===== src/rtl/hfdr_pkg.sv =====
// Package for the histogram FDR voxel scorer: widths, operation codes,
// register indexes and shared types. No dependencies.
`default_nettype none
package hfdr_pkg;
  localparam int MAX_BINS_DEF   = 256;
  localparam int COUNT_BITS_DEF = 32;
  localparam logic [16:0] ONE_Q16     = 17'd65536;
  localparam logic [16:0] ALPHA_LIMIT = 17'd64881;

  localparam logic [1:0] OP_LOAD_NULL = 2'd0;
  localparam logic [1:0] OP_LOAD_REAL = 2'd1;
  localparam logic [1:0] OP_BUILD     = 2'd2;
  localparam logic [1:0] OP_SCORE     = 2'd3;

  localparam logic [2:0] REG_ALPHA      = 3'd0;
  localparam logic [2:0] REG_RANGE_LOW  = 3'd1;
  localparam logic [2:0] REG_RANGE_HIGH = 3'd2;
  localparam logic [2:0] REG_BIN_SCALE  = 3'd3;
  localparam logic [2:0] REG_BINS_USED  = 3'd4;

  typedef struct packed {
    logic       kind;
    logic [16:0] sig;
    logic       err;
  } hfdr_res_t;
endpackage
`default_nettype wire


===== src/rtl/hfdr_div.sv =====
// Restoring divider: num/den to a Q1.16 quotient, one quotient bit a cycle,
// saturating at one. Depends on hfdr_pkg.
`default_nettype none
module hfdr_div #(
  parameter int W = 64
) (
  input  wire logic         clk,
  input  wire logic         rst_n,
  input  wire logic         go,
  input  wire logic [W-1:0] num,
  input  wire logic [W-1:0] den,
  output      logic         done,
  output      logic [16:0]  quo
);
  import hfdr_pkg::*;
  logic [W:0]   rem_r, rem_nxt;
  logic [W-1:0] den_r;
  logic [16:0]  q_r, q_nxt;
  logic [4:0]   cnt_r, cnt_nxt;
  logic         busy_r, busy_nxt, done_r, done_nxt;
  logic [W+1:0] sh;

  always_comb begin
    rem_nxt = rem_r; q_nxt = q_r; cnt_nxt = cnt_r; busy_nxt = busy_r;
    done_nxt = 1'b0;
    sh = {rem_r, 1'b0};
    if (go) begin
      if (num >= den) begin
        q_nxt = ONE_Q16; done_nxt = 1'b1; busy_nxt = 1'b0;
      end else begin
        rem_nxt = {1'b0, num}; q_nxt = '0; cnt_nxt = '0; busy_nxt = 1'b1;
      end
    end else if (busy_r) begin
      // shift in, subtract when it fits
      if (sh >= {2'b0, den_r}) begin
        rem_nxt = (W+1)'(sh - {2'b0, den_r});
        q_nxt = {q_r[15:0], 1'b1};
      end else begin
        rem_nxt = sh[W:0];
        q_nxt = {q_r[15:0], 1'b0};
      end
      cnt_nxt = cnt_r + 5'd1;
      if (cnt_r == 5'd15) begin
        busy_nxt = 1'b0; done_nxt = 1'b1;
      end
    end
  end

  always_ff @(posedge clk) begin
    if (!rst_n) begin
      busy_r <= 1'b0; done_r <= 1'b0;
    end else begin
      busy_r <= busy_nxt; done_r <= done_nxt;
    end
    rem_r <= rem_nxt; q_r <= q_nxt; cnt_r <= cnt_nxt;
    if (go) den_r <= den;
  end
  assign done = done_r;
  assign quo  = q_r;
endmodule
`default_nettype wire


===== config.mk =====
export PLATFORM = sky130hd
export DESIGN_NAME = hfdr_div
export DESIGN_NICKNAME = d
export VERILOG_FILES = /design/src/rtl/hfdr_pkg.sv /design/src/rtl/hfdr_div.sv
export SDC_FILE = /design/constraint.sdc
export NUM_CORES = 1
export LEC_CHECK = 0
export ABC_CLOCK_PERIOD_IN_PS = 17800
export BUFFER_PORTS_ARGS = -buffer_cell sky130_fd_sc_hd__buf_2
export CAP_MARGIN = 20
export CORE_UTILIZATION = 30
export DETAILED_ROUTE_END_ITERATION = 7
export PLACE_DENSITY = 0.53
export SYNTH_ARGS = -nofsm -noshare
export SYNTH_HDL_FRONTEND = slang
export SYNTH_SLANG_ARGS = --single-unit

===== constraint.sdc =====
create_clock -name clk -period 17.8 [get_ports clk]
set_clock_uncertainty 0.15 [all_clocks]
set_input_delay 2.67 -clock clk [delete_from_list [all_inputs] [get_ports clk]]
set_output_delay 2.67 -clock clk [all_outputs]
set_load 0.02 [all_outputs]

==> impl_metrics.py <==
metrics = {
    "global_route": {
        "overflow": 0,
        "antenna_found_initial": 1,
        "grt_pass1_wl_mm": 51.6,
        "grt_max_degree": 78,
        "grt_usage_pct": 16.1,
        "grt_pass1_vias": 9632,
    },
    "worst_setup_path": {
        "max_stage_delay_ns": 0.95,
        "start_kind": "input pin",
        "critical_path_class": "in -> reg",
        "critPathTopFamily": "simple AND/OR/NAND/NOR gates",
        "critPathBufInv": 3,
        "cp_max_fo": 56,
        "critPathArrivalTime_ns": 7.19,
        "path_cells": "buf_2 > inv_1 > ha_1 > nand4_1 > nor4_1 > nand4_1 > nor4_1 > a21oi_1 > o21ai_0 > a21oi_1 > o31ai_1 > and2_1 > nor2_4 > buf_4",
        "cp_slowest_cell": "nor4_1",
        "crit_path_end_kind": "flip-flop",
        "cp.required_ns": 17.76,
    },
    "floorplan": {
        "rows": 72,
        "die-area_um2": 40600,
        "initial_core_util_pct": 30.7,
        "die_h_um": 202,
        "core_um2": 38900,
        "ioPinCount": 149,
        "die_w_um": 202,
    },
    "clock_network": {
        "cts_hold_buffers": 0,
        "clk_pin_slew_ns": 0.08,
        "cts_setup_buffers": 0,
        "clockBufferDepth": 2,
        "worstSkewPairLatency_ns": 0.46,
        "htreeDepth": 4,
        "cts_tree": "done",
        "clock-sinks": 153,
        "numCtsBuffers": 17,
        "cts-root-buf": "clkbuf_16",
        "ctsResizeCount": 0,
    },
    "route": {
        "drt_pass1_iterations": 4,
        "drt-total-wl_mm": 32.0,
        "vias": 9524,
        "drc": 0,
        "viasPerCell": 4.97,
        "ant_nets": 0,
        "wire_per_inst_um": 16.7,
        "drtIter0Drc": 440,
    },
    "timing": {
        "period_needed_ns": 7.23,
        "fmax_mhz": 138,
        "min_period_over_period_pct": 40.6,
        "maxSlewHeadroom_pct": 31.9,
        "finalSetupTns_ns": 0,
        "drv_slew": 0,
        "worst_slack_ns": 10.57,
        "finalSetupViolations": 0,
        "rsz0062_at_grt": "false",
        "tightest_slew_ns": 1.01,
        "hold_viol_final": 0,
    },
    "logic_synthesis": {
        "synthTopCellsByArea": "edfxtp_1 38%, ha_1 14%, inv_1 4.7%",
        "netlist.area_leader.share_pct": 38.0,
        "ys_ff_latch": 153,
        "synth_edf_count": 151,
        "synth_seq_area_share_pct": 38.3,
        "syn_nets": 1534,
        "syn_area_um2": 11900,
        "async_flop_share_pct": 0,
        "avgSynthCellArea_um2": 9.39,
        "yosys.area.top_type": "edfxtp_1",
        "yosys_warnings": 0,
        "synth_cell_types": 73,
        "syn-instance-count": 1272,
        "synth_flop_cell": "edfxtp_1",
    },
    "placed_design": {
        "port_buffers": 148,
        "place_ws_ns": 10.01,
        "hpwlAfterDp_mm": 24.7,
        "gp_congestion": 0.832,
        "place_inst": 1884,
    },
    "power": {
        "switching_share_pct": 38.6,
        "cellPowerDensity_nw_per_um2": 110,
        "internal-power_w": 0.000924,
        "pwr-share-comb_pct": 42.5,
        "p_sw_w": 0.000581,
        "p_clk_share_pct": 24.4,
        "peakVddDrop_uv": 69.2,
        "seq_power_share_pct": 33.2,
        "leakagePower_nw": 6.09,
    },
    "cells_and_area": {
        "most-common-layout-cells": "151 x edfxtp_1, 148 x inv_1, 147 x buf_2, 130 x ha_1, 104 x nand2_1",
        "diodes": 0,
        "final_nets": 1647,
        "drive_gt1_share_pct": 16.2,
        "num-fill-cells": 4079,
        "syn_to_final_growth_pct": 14.3,
        "layout_commonest_cell": "edfxtp_1",
        "stdcell_count": 1916,
    },
    "run": {
        "timing.max_cap.violations": 0,
    },
    "min_path": {
        "hold_class": "reg -> reg",
    },
    "status": {
        "run_status": "completed",
    },
}
per-stage QoR:
stage,utilization (%),instance area (um2),power (W),hold slack (ns)
after floorplan,-,11900,0.000989,0.347
after global placement,33.6,13100,0.00114,0.392
after detailed placement,33.6,13100,0.00114,0.402
after CTS,35.1,13600,0.00152,0.421
after global routing,35.1,13600,0.00162,0.452
final,35.1,13600,0.00151,0.414
state kept, by name, summed over array words and instances, names as in the netlist:
signal	cells
done	1
quo	17
den_r	64
busy_r	1
cnt_r	5
rem_r	65
area by class of cell:
cell class | instances | area (um2) | share of cell area, %
Timing Repair Buffer | 153 | 781 | 5.72
Clock buffer | 18 | 429 | 3.14
Sequential cell | 153 | 4570 | 33.5
Multi-Input combinational cell | 911 | 6510 | 47.7
Clock inverter | 14 | 149 | 1.09
Inverter | 149 | 559 | 4.10
Tap cell | 518 | 648 | 4.75
worst register-to-register path, stage by stage, from the launching register on:
cell and delay (ns):
edfxtp_1 0.41, ha_1 0.39, o211ai_1 0.18, a21oi_1 0.10
o31ai_1 0.39, nand2_1 0.22, a31o_2 0.35, a21oi_4 0.28
o31a_2 0.20, buf_4 0.56, nor2_1 0.41, a221o_1 0.43
cell families (layout without fill, tap and decap cells):
kind of cell,count (synthesis),after routing,share of synthesized area (%)
DFF,153,153,38.3
AOI/OAI and AO/OA,386,386,20.9
and+or+nand+nor,308,308,12.8
xor gates and xnor gates,57,57,4.18
muxes,29,29,2.69
adders and majority gates,131,131,13.8
buffers and inverters,208,334,7.26
synth_stat cells (16+ instances only):
cell,instances
clkbuf_1,33
nand2_1,104
edfxtp_1,151
o21ai_0,80
a21oi_1,99
xnor2_1,30
mux2_2,25
inv_1,149
nand4_1,34
nor3_1,16
nor2_1,55
nand3_1,19
o21a_1,29
xor2_1,27
o211ai_1,20
nor2b_1,25
ha_1,130
a21o_1,64
layer usage:
layer / share of wire, % / track usage, % / vias up
met5: 0.034 / 0 / -
met4: 1.2 / 4.00 / 2
met3: 3.2 / 3.05 / 26
met2: 45 / 25.5 / 168
met1: 51 / 22.4 / 4488
li1: - / - / 4840
power groups by stage:
stage / clock network, W / registers [W] / logic (W)
3_3_place_gp: 0 / 0.000506 / 0.000634
2_1_floorplan: 0 / 0.000504 / 0.000485
5_1_grt: 0.000391 / 0.000506 / 0.000719
4_1_cts: 0.000378 / 0.000499 / 0.000641
3_5_place_dp: 0 / 0.000505 / 0.000637
6_report: 0.000367 / 0.000499 / 0.000639
final timing paths:
| check | start | endpoint | slack, ns | cells past startpoint |
|---|---|---|---|---|
| min | busy_r | done | 0.41 | 2 |
| min reg2reg | busy_r | done | 0.41 | 2 |
| max | den[62] | rem_r[27] | 10.57 | 14 |
| max reg2reg | rem_r[2] | rem_r[60] | 13.48 | 11 |
Power figures use the tool's default switching activity.
